### config.mk
export PLATFORM = sky130hd
export DESIGN_NAME = lru_key_value_cache_core
export DESIGN_NICKNAME = d
export VERILOG_FILES = /design/src/rtl/lkvc_pkg.sv /design/src/rtl/lkvc_lookup.sv /design/src/rtl/lru_key_value_cache_core.sv
export VERILOG_INCLUDE_DIRS = /design/src /design/src/rtl
export SDC_FILE = /design/constraint.sdc
export NUM_CORES = 2
export LEC_CHECK = 0
export ABC_AREA = 1
export BUFFER_PORTS_ARGS = -buffer_cell sky130_fd_sc_hd__buf_2
export CAP_MARGIN = 20
export CORE_AREA = 2 2 399 401
export DETAILED_ROUTE_END_ITERATION = 7
export DIE_AREA = 0 0 401 403
export GPL_TIMING_DRIVEN = 0
export PLACE_DENSITY_LB_ADDON = 0.1
export SLEW_MARGIN = 20
export SYNTH_ARGS = -nofsm -noshare
export SYNTH_HDL_FRONTEND = slang
export SYNTH_SLANG_ARGS = --single-unit
export TNS_END_PERCENT = 10
### constraint.sdc
create_clock -name clk -period 22.1 [get_ports clk]
set_clock_uncertainty 0.15 [all_clocks]
set_input_delay 5.525 -clock clk [delete_from_list [all_inputs] [get_ports clk]]
set_output_delay 5.525 -clock clk [all_outputs]
set_load 0.01 [all_outputs]
### src/rtl/assert_macros.svh
// Assertion helpers shared by the RTL. Clock is clk, reset is rst_n (active low).
`ifndef ASSERT_MACROS_SVH
`define ASSERT_MACROS_SVH

// Checks that prop holds at every clock edge outside reset.
`define ASSERT_ALWAYS(label, prop, msg) \
  label: assert property (@(posedge clk) disable iff (!rst_n) (prop)) else $error(msg);

// Checks that cons holds in the cycle after ante.
`define ASSERT_NEXT(label, ante, cons, msg) \
  label: assert property (@(posedge clk) disable iff (!rst_n) (ante) |=> (cons)) \
    else $error(msg);

// Checks that cons holds in the same cycle as ante.
`define ASSERT_SAME(label, ante, cons, msg) \
  label: assert property (@(posedge clk) disable iff (!rst_n) (ante) |-> (cons)) \
    else $error(msg);

`endif

### src/rtl/lkvc_pkg.sv
`timescale 1ns / 1ps
// ----------------------------------------------------------------------------
// lkvc_pkg
// Shared constants for the LRU key-value cache.
// ----------------------------------------------------------------------------
package lkvc_pkg;

  localparam int CAPACITY_DEF = 16;
  localparam int CFG_W        = 5;
  localparam int KEY_W        = 32;
  localparam int DATA_W       = 32;
  // Width used to compare occupancy with the capacity limit (CAPACITY <= 255).
  localparam int EXT_W        = 8;

  localparam logic [CFG_W-1:0] CFG_RESET = 5'd16;

  localparam logic REQ_GET = 1'b0;
  localparam logic REQ_PUT = 1'b1;

  localparam logic [DATA_W-1:0] READ_MISS = {DATA_W{1'b1}};

endpackage

### src/rtl/lkvc_lookup.sv
`timescale 1ns / 1ps
// ----------------------------------------------------------------------------
// lkvc_lookup
// Parallel tag compare, LRU pick and free-slot pick over all entries.
// ----------------------------------------------------------------------------
module lkvc_lookup
  import lkvc_pkg::*;
#(
  parameter int CAPACITY = CAPACITY_DEF,
  parameter int RANK_W   = 4,
  parameter int OCC_W    = 5
) (
  input  logic [CAPACITY-1:0] valid_i,
  input  logic [KEY_W-1:0]    key_i [CAPACITY],
  input  logic [RANK_W-1:0]   rank_i [CAPACITY],
  input  logic [OCC_W-1:0]    occ_i,
  input  logic [KEY_W-1:0]    req_key_i,
  output logic [CAPACITY-1:0] match_oh_o,
  output logic [CAPACITY-1:0] lru_oh_o,
  output logic [CAPACITY-1:0] free_oh_o
);

  logic [CAPACITY-1:0] match_raw;
  logic [CAPACITY-1:0] free_raw;
  logic [OCC_W-1:0]    occ_last;

  assign occ_last = occ_i - 1'b1;

  always_comb begin
    for (int i = 0; i < CAPACITY; i++) begin
      match_raw[i] = valid_i[i] && (key_i[i] == req_key_i);
      // valid ranks are a permutation of 0..occ-1, so the oldest has occ-1
      lru_oh_o[i]  = valid_i[i] && (OCC_W'(rank_i[i]) == occ_last);
    end
  end

  assign free_raw   = ~valid_i;
  // lowest set bit
  assign match_oh_o = match_raw & (~match_raw + CAPACITY'(1));
  assign free_oh_o  = free_raw & (~free_raw + CAPACITY'(1));

endmodule

### src/rtl/lru_key_value_cache_core.sv
`timescale 1ns / 1ps
// Result path: a request is held in the input register, then its result in the result register.
// Throughput: one request per cycle while out_stall does not hold a pending result; the lookup
// and recency update are written as a request leaves the input register, so the next request sees the updated entries.
// Reset (rst_n low, synchronous): all entries invalid, ranks and occupancy zero,
// capacity limit 16. No clearing pass; the block takes requests right away.
// ----------------------------------------------------------------------------
// lru_key_value_cache_core
// Fully associative key-value cache with per-entry LRU ranks.
// ----------------------------------------------------------------------------
`include "assert_macros.svh"

module lru_key_value_cache_core
  import lkvc_pkg::*;
#(
  parameter int CAPACITY = CAPACITY_DEF
) (
  input  logic                     clk,
  input  logic                     rst_n,
  // request channel
  input  logic                     in_valid,
  output logic                     in_stall,
  input  logic                     in_req_type,
  input  logic signed [KEY_W-1:0]  in_key,
  input  logic signed [DATA_W-1:0] in_value,
  // result channel
  output logic                     out_valid,
  input  logic                     out_stall,
  output logic                     out_hit,
  output logic signed [DATA_W-1:0] out_read_value,
  output logic                     out_evicted,
  output logic signed [KEY_W-1:0]  out_evicted_key,
  // configuration
  input  logic                     cfg_valid,
  output logic                     cfg_ready,
  input  logic [CFG_W-1:0]         cfg_capacity_in_use
);

  localparam int RANK_W = (CAPACITY > 1) ? $clog2(CAPACITY) : 1;
  localparam int OCC_W  = $clog2(CAPACITY + 1);

  // entry storage
  logic [CAPACITY-1:0] valid_r;
  logic [KEY_W-1:0]    key_r  [CAPACITY];
  logic [DATA_W-1:0]   data_r [CAPACITY];
  logic [RANK_W-1:0]   rank_r [CAPACITY];
  logic [OCC_W-1:0]    occ_r, occ_nxt;
  logic [CFG_W-1:0]    cap_r;

  // input register
  logic                req_vld_r, req_vld_nxt;
  logic                req_type_r;
  logic [KEY_W-1:0]    req_key_r;
  logic [DATA_W-1:0]   req_value_r;

  // result register
  logic                out_valid_r;
  logic                out_hit_r;
  logic [DATA_W-1:0]   out_read_value_r;
  logic                out_evicted_r;
  logic [KEY_W-1:0]    out_evicted_key_r;

  logic advance, in_fire, do_req;

  assign advance   = !out_valid_r || !out_stall;
  assign in_stall  = req_vld_r && !advance;
  assign in_fire   = in_valid && !in_stall;
  assign do_req    = req_vld_r && advance;
  assign cfg_ready = 1'b1;

  // --------------------------------------------------------------------------
  // lookup
  // --------------------------------------------------------------------------
  logic [CAPACITY-1:0] match_oh, lru_oh, free_oh, tgt_oh;

  lkvc_lookup #(
    .CAPACITY (CAPACITY),
    .RANK_W   (RANK_W),
    .OCC_W    (OCC_W)
  ) u_lookup (
    .valid_i    (valid_r),
    .key_i      (key_r),
    .rank_i     (rank_r),
    .occ_i      (occ_r),
    .req_key_i  (req_key_r),
    .match_oh_o (match_oh),
    .lru_oh_o   (lru_oh),
    .free_oh_o  (free_oh)
  );

  logic              hit, is_put, full, do_evict, do_insert, touch;
  logic [EXT_W-1:0]  cap_ext, eff_cap;
  logic [RANK_W-1:0] tgt_rank;
  logic [OCC_W-1:0]  ref_rank;
  logic [DATA_W-1:0] hit_data;
  logic [KEY_W-1:0]  lru_key;

  assign hit     = |match_oh;
  assign is_put  = (req_type_r == REQ_PUT);
  assign cap_ext = EXT_W'(cap_r);

  always_comb begin
    if (cap_r == '0) begin
      eff_cap = EXT_W'(1);
    end else if (cap_ext > EXT_W'(CAPACITY)) begin
      eff_cap = EXT_W'(CAPACITY);
    end else begin
      eff_cap = cap_ext;
    end
  end

  assign full      = (EXT_W'(occ_r) >= eff_cap) || (&valid_r);
  assign do_evict  = is_put && !hit && full && (|valid_r);
  assign do_insert = is_put && !hit && !do_evict && (|free_oh);
  assign touch     = hit || do_evict || do_insert;

  always_comb begin
    if (hit) begin
      tgt_oh = match_oh;
    end else if (do_evict) begin
      tgt_oh = lru_oh;
    end else if (do_insert) begin
      tgt_oh = free_oh;
    end else begin
      tgt_oh = '0;
    end
  end

  // one-hot selects
  always_comb begin
    tgt_rank = '0;
    hit_data = '0;
    lru_key  = '0;
    for (int i = 0; i < CAPACITY; i++) begin
      if (tgt_oh[i])   tgt_rank = tgt_rank | rank_r[i];
      if (match_oh[i]) hit_data = hit_data | data_r[i];
      if (lru_oh[i])   lru_key  = lru_key | key_r[i];
    end
  end

  // entries ranked younger than ref_rank age by one; a new entry ages all
  assign ref_rank = do_insert ? occ_r : OCC_W'(tgt_rank);
  assign occ_nxt  = (do_req && do_insert) ? occ_r + 1'b1 : occ_r;

  always_ff @(posedge clk) begin
    if (!rst_n) begin
      valid_r <= '0;
      occ_r   <= '0;
      for (int i = 0; i < CAPACITY; i++) begin
        rank_r[i] <= '0;
      end
    end else begin
      occ_r <= occ_nxt;
      if (do_req && touch) begin
        for (int i = 0; i < CAPACITY; i++) begin
          if (tgt_oh[i]) begin
            rank_r[i] <= '0;
          end else if (valid_r[i] && (OCC_W'(rank_r[i]) < ref_rank)) begin
            rank_r[i] <= rank_r[i] + 1'b1;
          end
        end
      end
      if (do_req && do_insert) begin
        valid_r <= valid_r | free_oh;
      end
    end
  end

  always_ff @(posedge clk) begin
    if (do_req && is_put) begin
      for (int i = 0; i < CAPACITY; i++) begin
        if (tgt_oh[i]) begin
          key_r[i]  <= req_key_r;
          data_r[i] <= req_value_r;
        end
      end
    end
  end

  // --------------------------------------------------------------------------
  // configuration
  // --------------------------------------------------------------------------
  always_ff @(posedge clk) begin
    if (!rst_n) begin
      cap_r <= CFG_RESET;
    end else if (cfg_valid && cfg_ready) begin
      cap_r <= cfg_capacity_in_use;
    end
  end

  // --------------------------------------------------------------------------
  // input register
  // --------------------------------------------------------------------------
  always_comb begin
    if (in_fire) begin
      req_vld_nxt = 1'b1;
    end else if (do_req) begin
      req_vld_nxt = 1'b0;
    end else begin
      req_vld_nxt = req_vld_r;
    end
  end

  always_ff @(posedge clk) begin
    if (!rst_n) begin
      req_vld_r <= 1'b0;
    end else begin
      req_vld_r <= req_vld_nxt;
    end
  end

  always_ff @(posedge clk) begin
    if (in_fire) begin
      req_type_r  <= in_req_type;
      req_key_r   <= in_key;
      req_value_r <= in_value;
    end
  end

  // --------------------------------------------------------------------------
  // result register
  // --------------------------------------------------------------------------
  always_ff @(posedge clk) begin
    if (!rst_n) begin
      out_valid_r <= 1'b0;
    end else if (do_req) begin
      out_valid_r <= 1'b1;
    end else if (!out_stall) begin
      out_valid_r <= 1'b0;
    end
  end

  always_ff @(posedge clk) begin
    if (do_req) begin
      out_hit_r         <= hit;
      out_evicted_r     <= do_evict;
      out_evicted_key_r <= do_evict ? lru_key : '0;
      if (is_put) begin
        out_read_value_r <= '0;
      end else if (hit) begin
        out_read_value_r <= hit_data;
      end else begin
        out_read_value_r <= READ_MISS;
      end
    end
  end

  assign out_valid       = out_valid_r;
  assign out_hit         = out_hit_r;
  assign out_read_value  = out_read_value_r;
  assign out_evicted     = out_evicted_r;
  assign out_evicted_key = out_evicted_key_r;

  // --------------------------------------------------------------------------
  // assertions
  // --------------------------------------------------------------------------
  `ASSERT_ALWAYS(a_occ_matches_valid, $countones(valid_r) == int'(occ_r),
    "occupancy differs from number of valid entries")
  `ASSERT_SAME(a_lru_unique, occ_r != '0, $onehot(lru_oh),
    "no single least recent entry while occupied")
  `ASSERT_ALWAYS(a_match_unique, $onehot0(match_oh & valid_r),
    "key matches more than one entry")
  `ASSERT_NEXT(a_insert_grows, do_req && do_insert, occ_r == $past(occ_r) + 1'b1,
    "insert did not grow occupancy")

endmodule
==> Word level (Yosys, flattened, before mapping) <==
Memories as Yosys holds them, arrays and structs flattened.
Index checks and enable logic that the tools add are counted.
{ "op_classes": {"addsub": 20, "mul": 0, "div": 0, "magnitude_cmp": 18, "n_eq_ne": 33, "shifts": 0, "n_mux": 139, "bitwise": 51, "n_reduce_logical": 123} }
{ "op_table": {"columns": ["op", "count"], "rows": [
  ["32-bit two-way mux", 33],
  ["32-bit OR", 30],
  ["32-bit equality test", 16],
  ["4-bit two-way mux", 48],
  ["4-bit by 5-bit equality test with 1-bit output", 16],
  ["4-bit by 5-bit less-than comparator with 1-bit output", 16],
  ["4-bit by 1-bit adder with 4-bit output, second input constant", 16],
  ["2-bit AND reduction", 32],
  ["4-bit OR", 15],
  ["1-bit logical AND", 59],
  ["1-bit two-way mux", 52],
  ["16-bit two-way mux", 3],
  ["16-bit NOT", 3],
  ["16-bit OR reduction", 3],
  ["2-bit nonzero test", 17],
  ["16-bit by 1-bit adder with 16-bit output, second input constant", 2],
  ["16-bit bitwise AND", 2],
  ["16-bit OR", 1],
  ["16-bit AND reduction", 1],
  ["5-bit two-way mux", 2],
  ["5-bit by 8-bit >= comparator with 1-bit output", 1],
  ["8-bit two-way mux", 1],
  ["1-bit logical NOT", 6],
  ["5-bit by 1-bit adder with 5-bit output, second input constant", 1],
  ["5 further kinds", 8]
]} }
{ "totals": {"regBits": 735, "latchBits": 0, "ram_bits": 512, "rom_bits": 0, "inputBits": 75, "output_inout_bits": 69, "memories": 1} }
{ "memory_table": {"columns": ["name", "depth", "width", "rd", "rd_ports_with_merged_regs", "write_ports", "line", "source"], "rows": [
  ["data_r", 16, 32, 16, 0, 16, "lru_key_value_cache_core.sv:45", "logic [DATA_W-1:0] data_r [CAPACITY];"]
]} }

==> Logic depth before layout (Yosys ltp) <==
{ "logic_depth": {"word_depth": 52, "ltp_mapped": 39, "mapped_depth_nobuf": 37} }

==> Cells and area by module <==
A second synthesis with hierarchy kept.
{ "hier_totals": {"cells_unflattened": 5315, "hier_area_um2": 57829.2} }
{ "by_module_without_submodules": {"columns": ["mod", "n_inst", "cells_per_inst", "area_per_inst_um2", "seq_area_each_um2"], "rows": [
  ["lru_key_value_cache_core", 1, 3273, 48163.7, 36525.0],
  ["lkvc_lookup", 1, 2042, 9665.5, 0.0]
]} }

==> Least setup slack after synthesis <==
No wires, ideal clock.
{ "synth_path": {"path_kind": "in2reg", "startpoint": "input port out_stall", "endpoint": "memory data_r[4][0] (netlist: data_r[0][128]) (enable)", "arrival_ns": 12.210, "t_required_ns": 21.463, "path_slack_ns": 9.253, "path_stages": 8, "n_path_buf": 1, "path_cell_list": "nand2_1 -> inv_1 -> nor2_1 -> inv_1 -> nor2_1 -> inv_1 -> clkbuf_1 -> nor2_1"} }
{ "synth_lines": {"columns": ["item", "line", "source"], "rows": [
  ["start: declaration", "lru_key_value_cache_core.sv:28", "input logic out_stall,"],
  ["end: declaration", "lru_key_value_cache_core.sv:45", null]
]} }

==> Worst setup path after layout <==
{ "layout_path": {"startpoint": "input port out_stall", "endpoint": "output port in_stall"} }
{ "layout_via": {"elab_chain_cells": 4} }
{ "layout_rtl": {"columns": ["item", "line", "source"], "rows": [
  ["1-bit logical NOT", null, null],
  ["1-bit logical OR", "lru_key_value_cache_core.sv:65", "assign advance = !out_valid_r || !out_stall;"],
  ["1-bit logical NOT", "lru_key_value_cache_core.sv:66", "assign in_stall = req_vld_r && !advance;"],
  ["1-bit logical AND", "lru_key_value_cache_core.sv:66", null],
  ["end: declaration", "lru_key_value_cache_core.sv:22", "output logic in_stall,"]
]} }
No other way between the ends.

==> results.py <==
metrics = {
    "yosys": {
        "syn_nets": 5670,
        "postSynthCellCount": 5524,
        "synth_top_cells_by_area": "edfxtp_1 (60%), nand2_1 (8.7%), inv_1 (3.5%)",
        "yosysTopAreaCell": "edfxtp_1",
        "synth_seq_cells": 1247,
        "ys_types": 55,
        "postSynthAreaPerCell_um2": 10.5,
        "syn-cell-area_mm2": 0.0578,
        "netlist.area_leader.share_pct": 60.0,
        "yosys_warnings": 0,
        "synth.yosys.seq_area_share_pct": 63.2,
    },
    "sta": {
        "finalHoldWorstSlack_ns": 0.341,
        "slew_headroom_pct": 13.3,
        "finalCriticalPeriod_ns": 11.61,
        "finalSetupViolations": 0,
        "slew_violations": 0,
        "worst_pin_slew_ns": 1.29,
        "hold_viol_final": 0,
        "max_freq_ghz": 0.0861,
        "fin_crit_sh_pct": 52.5,
        "rsz0062_at_grt": "false",
    },
    "floorplan": {
        "die_area_mm2": 0.162,
        "dieWidth_um": 401,
        "die_h_um": 403,
        "core_mm2": 0.157,
        "rows": 146,
        "initial_core_util_pct": 36.7,
        "io_pins": 144,
    },
    "cts": {
        "htreeDepth": 4,
        "clockBufferDepth": 3,
        "tritoncts": "built",
        "clkSinkCount": 1247,
        "postCtsHoldBufs": 0,
        "path_clk_slew_ns": 0.05,
        "root_buffer": "clkbuf_16",
        "clk_latency_ns": 0.82,
        "cts_buffers": 144,
        "postCtsSetupBuffers": 0,
        "ctsResizeCount": 0,
    },
    "finish": {
        "nNetsFinal": 6048,
        "final_cell_mix": "nand2_1 (1345), edfxtp_1 (1155), inv_1 (526)",
        "drive_gt1_share_pct": 12.1,
        "final_common_cell": "nand2_1",
        "area_delta_synth_final_pct": 17.7,
        "final_cell_area_mm2": 0.0681,
    },
    "global_routing": {
        "grt_pass1_wl_mm": 403,
        "grt_max_degree": 44,
        "overflow": 0,
        "grt_pass1_vias": 44200,
        "track_usage_pct": 37.3,
        "antenna_found_initial": 13,
    },
    "flow_run": {
        "drv_cap": 0,
    },
    "worst_setup_path": {
        "r2r_slack_ns": 12.69,
        "crit_end": "in_stall",
        "worstPathMaxFanout": 3,
        "crit_path_end_kind": "output pin",
        "startpoint_type": "input pin",
        "rr_endpoint": "rank_r[22]$_SDFFE_PN0P_",
        "r2r_cells": 33,
        "crit_type": "in -> out",
        "reg2reg_from": "req_key_r[0]$_DFFE_PP_",
        "cp-startpoint": "out_stall",
        "crit_arrival_ns": 5.94,
        "cp.required_ns": 16.43,
    },
    "routing": {
        "wl_per_cell_um": 38.0,
        "wl_mm": 308,
        "drcViolationCount": 0,
        "avgViaCountPerCell": 5.92,
        "drtIter0Drc": 7568,
        "vias": 48000,
        "antenna_left": 0,
        "drtPass1Iterations": 8,
    },
    "power": {
        "peakVddDrop_uv": 78.1,
        "p_leak_uw": 0.0253,
        "power_density_mw_per_mm2": 77.8,
    },
    "placed_design": {
        "place.gp.congestion": 1.06,
        "port-buffer-count": 142,
        "placed_area_mm2": 0.0634,
        "hpwlAfterDp_mm": 230,
    },
    "min_path": {
        "hp-class": "reg -> reg",
    },
    "outcome": {
        "status": "complete, no violations",
    },
}
[state kept, by name, summed over array words and instances (netlist names), 5 cells and up]
register / cells
cap_r: 5
data_r: 512
key_r: 512
occ_r: 5
out_evicted_key: 32
out_read_value: 32
rank_r: 64
req_key_r: 32
req_value_r: 32
valid_r: 16
[power by group]
group / switching, uW / internal, uW / leakage [uW]
sequential: 41.7 / 2600 / 0.0112
combinational: 196 / 67.2 / 0.0119
clock: 1060 / 1330 / 0.00222
[worst min path at each step]
stage,startpoint,end,slack [ns],depth (start not counted)
after floorplan,occ_r[4]$_SDFFE_PN0P_,occ_r[4]$_SDFFE_PN0P_,0.30,1
after global placement,req_vld_r$_SDFFE_PN0P_,out_valid$_SDFFE_PN0P_,0.31,2
after detailed placement,occ_r[4]$_SDFFE_PN0P_,occ_r[4]$_SDFFE_PN0P_,0.32,1
after CTS,occ_r[4]$_SDFFE_PN0P_,occ_r[4]$_SDFFE_PN0P_,0.35,1
after global routing,occ_r[4]$_SDFFE_PN0P_,occ_r[4]$_SDFFE_PN0P_,0.37,1
final,occ_r[4]$_SDFFE_PN0P_,occ_r[4]$_SDFFE_PN0P_,0.34,1
[worst max-delay path, stage by stage]
cell and delay (ns):
buf_2 0.08, nand2_1 0.07, nor2_1 0.12, buf_2 0.15
[layout make-up]
class                           count  area, um2
Antenna cell                        9       22.5
Buffer                            217       1100
Clock buffer                      181       3740
Clock inverter                     79        891
Fill cell                       15100      89400
Inverter                          584       2220
Multi-Input combinational cell   3476      18300
Sequential cell                  1247      36500
Tap cell                         2072       2590
Timing Repair Buffer              232       2680
[Yosys cell counts (all sizes together)]
cell / number
xor2: 49
o22ai: 121
a32o: 5
a221oi: 133
o211ai: 17
and2: 1
dfxtp: 92
a211oi: 16
clkinv: 12
o21a: 1
o221ai: 13
a2111oi: 11
o31ai: 11
inv: 572
nor3: 50
edfxtp: 1155
a21boi: 2
clkbuf: 120
a21oi: 194
nor4: 22
o21ai: 226
nor2: 478
o32ai: 1
a311oi: 1
nand3: 268
nand4: 140
nand2: 1389
ha: 71
xnor2: 113
conb: 1
a41oi: 18
a22o: 65
buf: 97
nand3b: 8
or4: 1
a31oi: 19
a21o: 15
o2111ai: 6
or2: 6
a22oi: 4
[metrics by stage]
step                setup TNS (ns)  total power (uW)  setup WS [ns]  util [%]  cells
floorplan                        0              2790           9.25         -   5524
global placement           -232.23              2930         -0.880      38.8   7738
detailed placement               0              2940          10.48      40.3   7828
CTS                              0              5310          10.48      43.2   8088
global route                     0              5420          10.44      43.2   8089
finish                           0              5290          10.49      43.2   8097
[layer usage]
| layer | up-vias | wire, um | part of all wire, % | global-route usage (%) |
|---|---|---|---|---|
| met2 | 3148 | 131000 | 42 | 55.2 |
| met3 | 675 | 32900 | 11 | 9.35 |
| met4 | 10 | 20400 | 6.6 | 20.9 |
| met1 | 23900 | 124000 | 40 | 50.0 |
| li1 | 20200 | - | - | - |
| met5 | - | 59 | 0.019 | 0 |
[cells by family after synthesis]
| group | share of synthesized area (%) |
|---|---|
| simple gates | 17.4 |
| xor+xnor | 2.47 |
| other cells | 0.00648 |
| compound gates | 9.87 |
| flops | 63.2 |
| buf+inv | 5.59 |
| fa+ha+maj | 1.54 |
No activity file was read; power rests on OpenSTA's default activity.
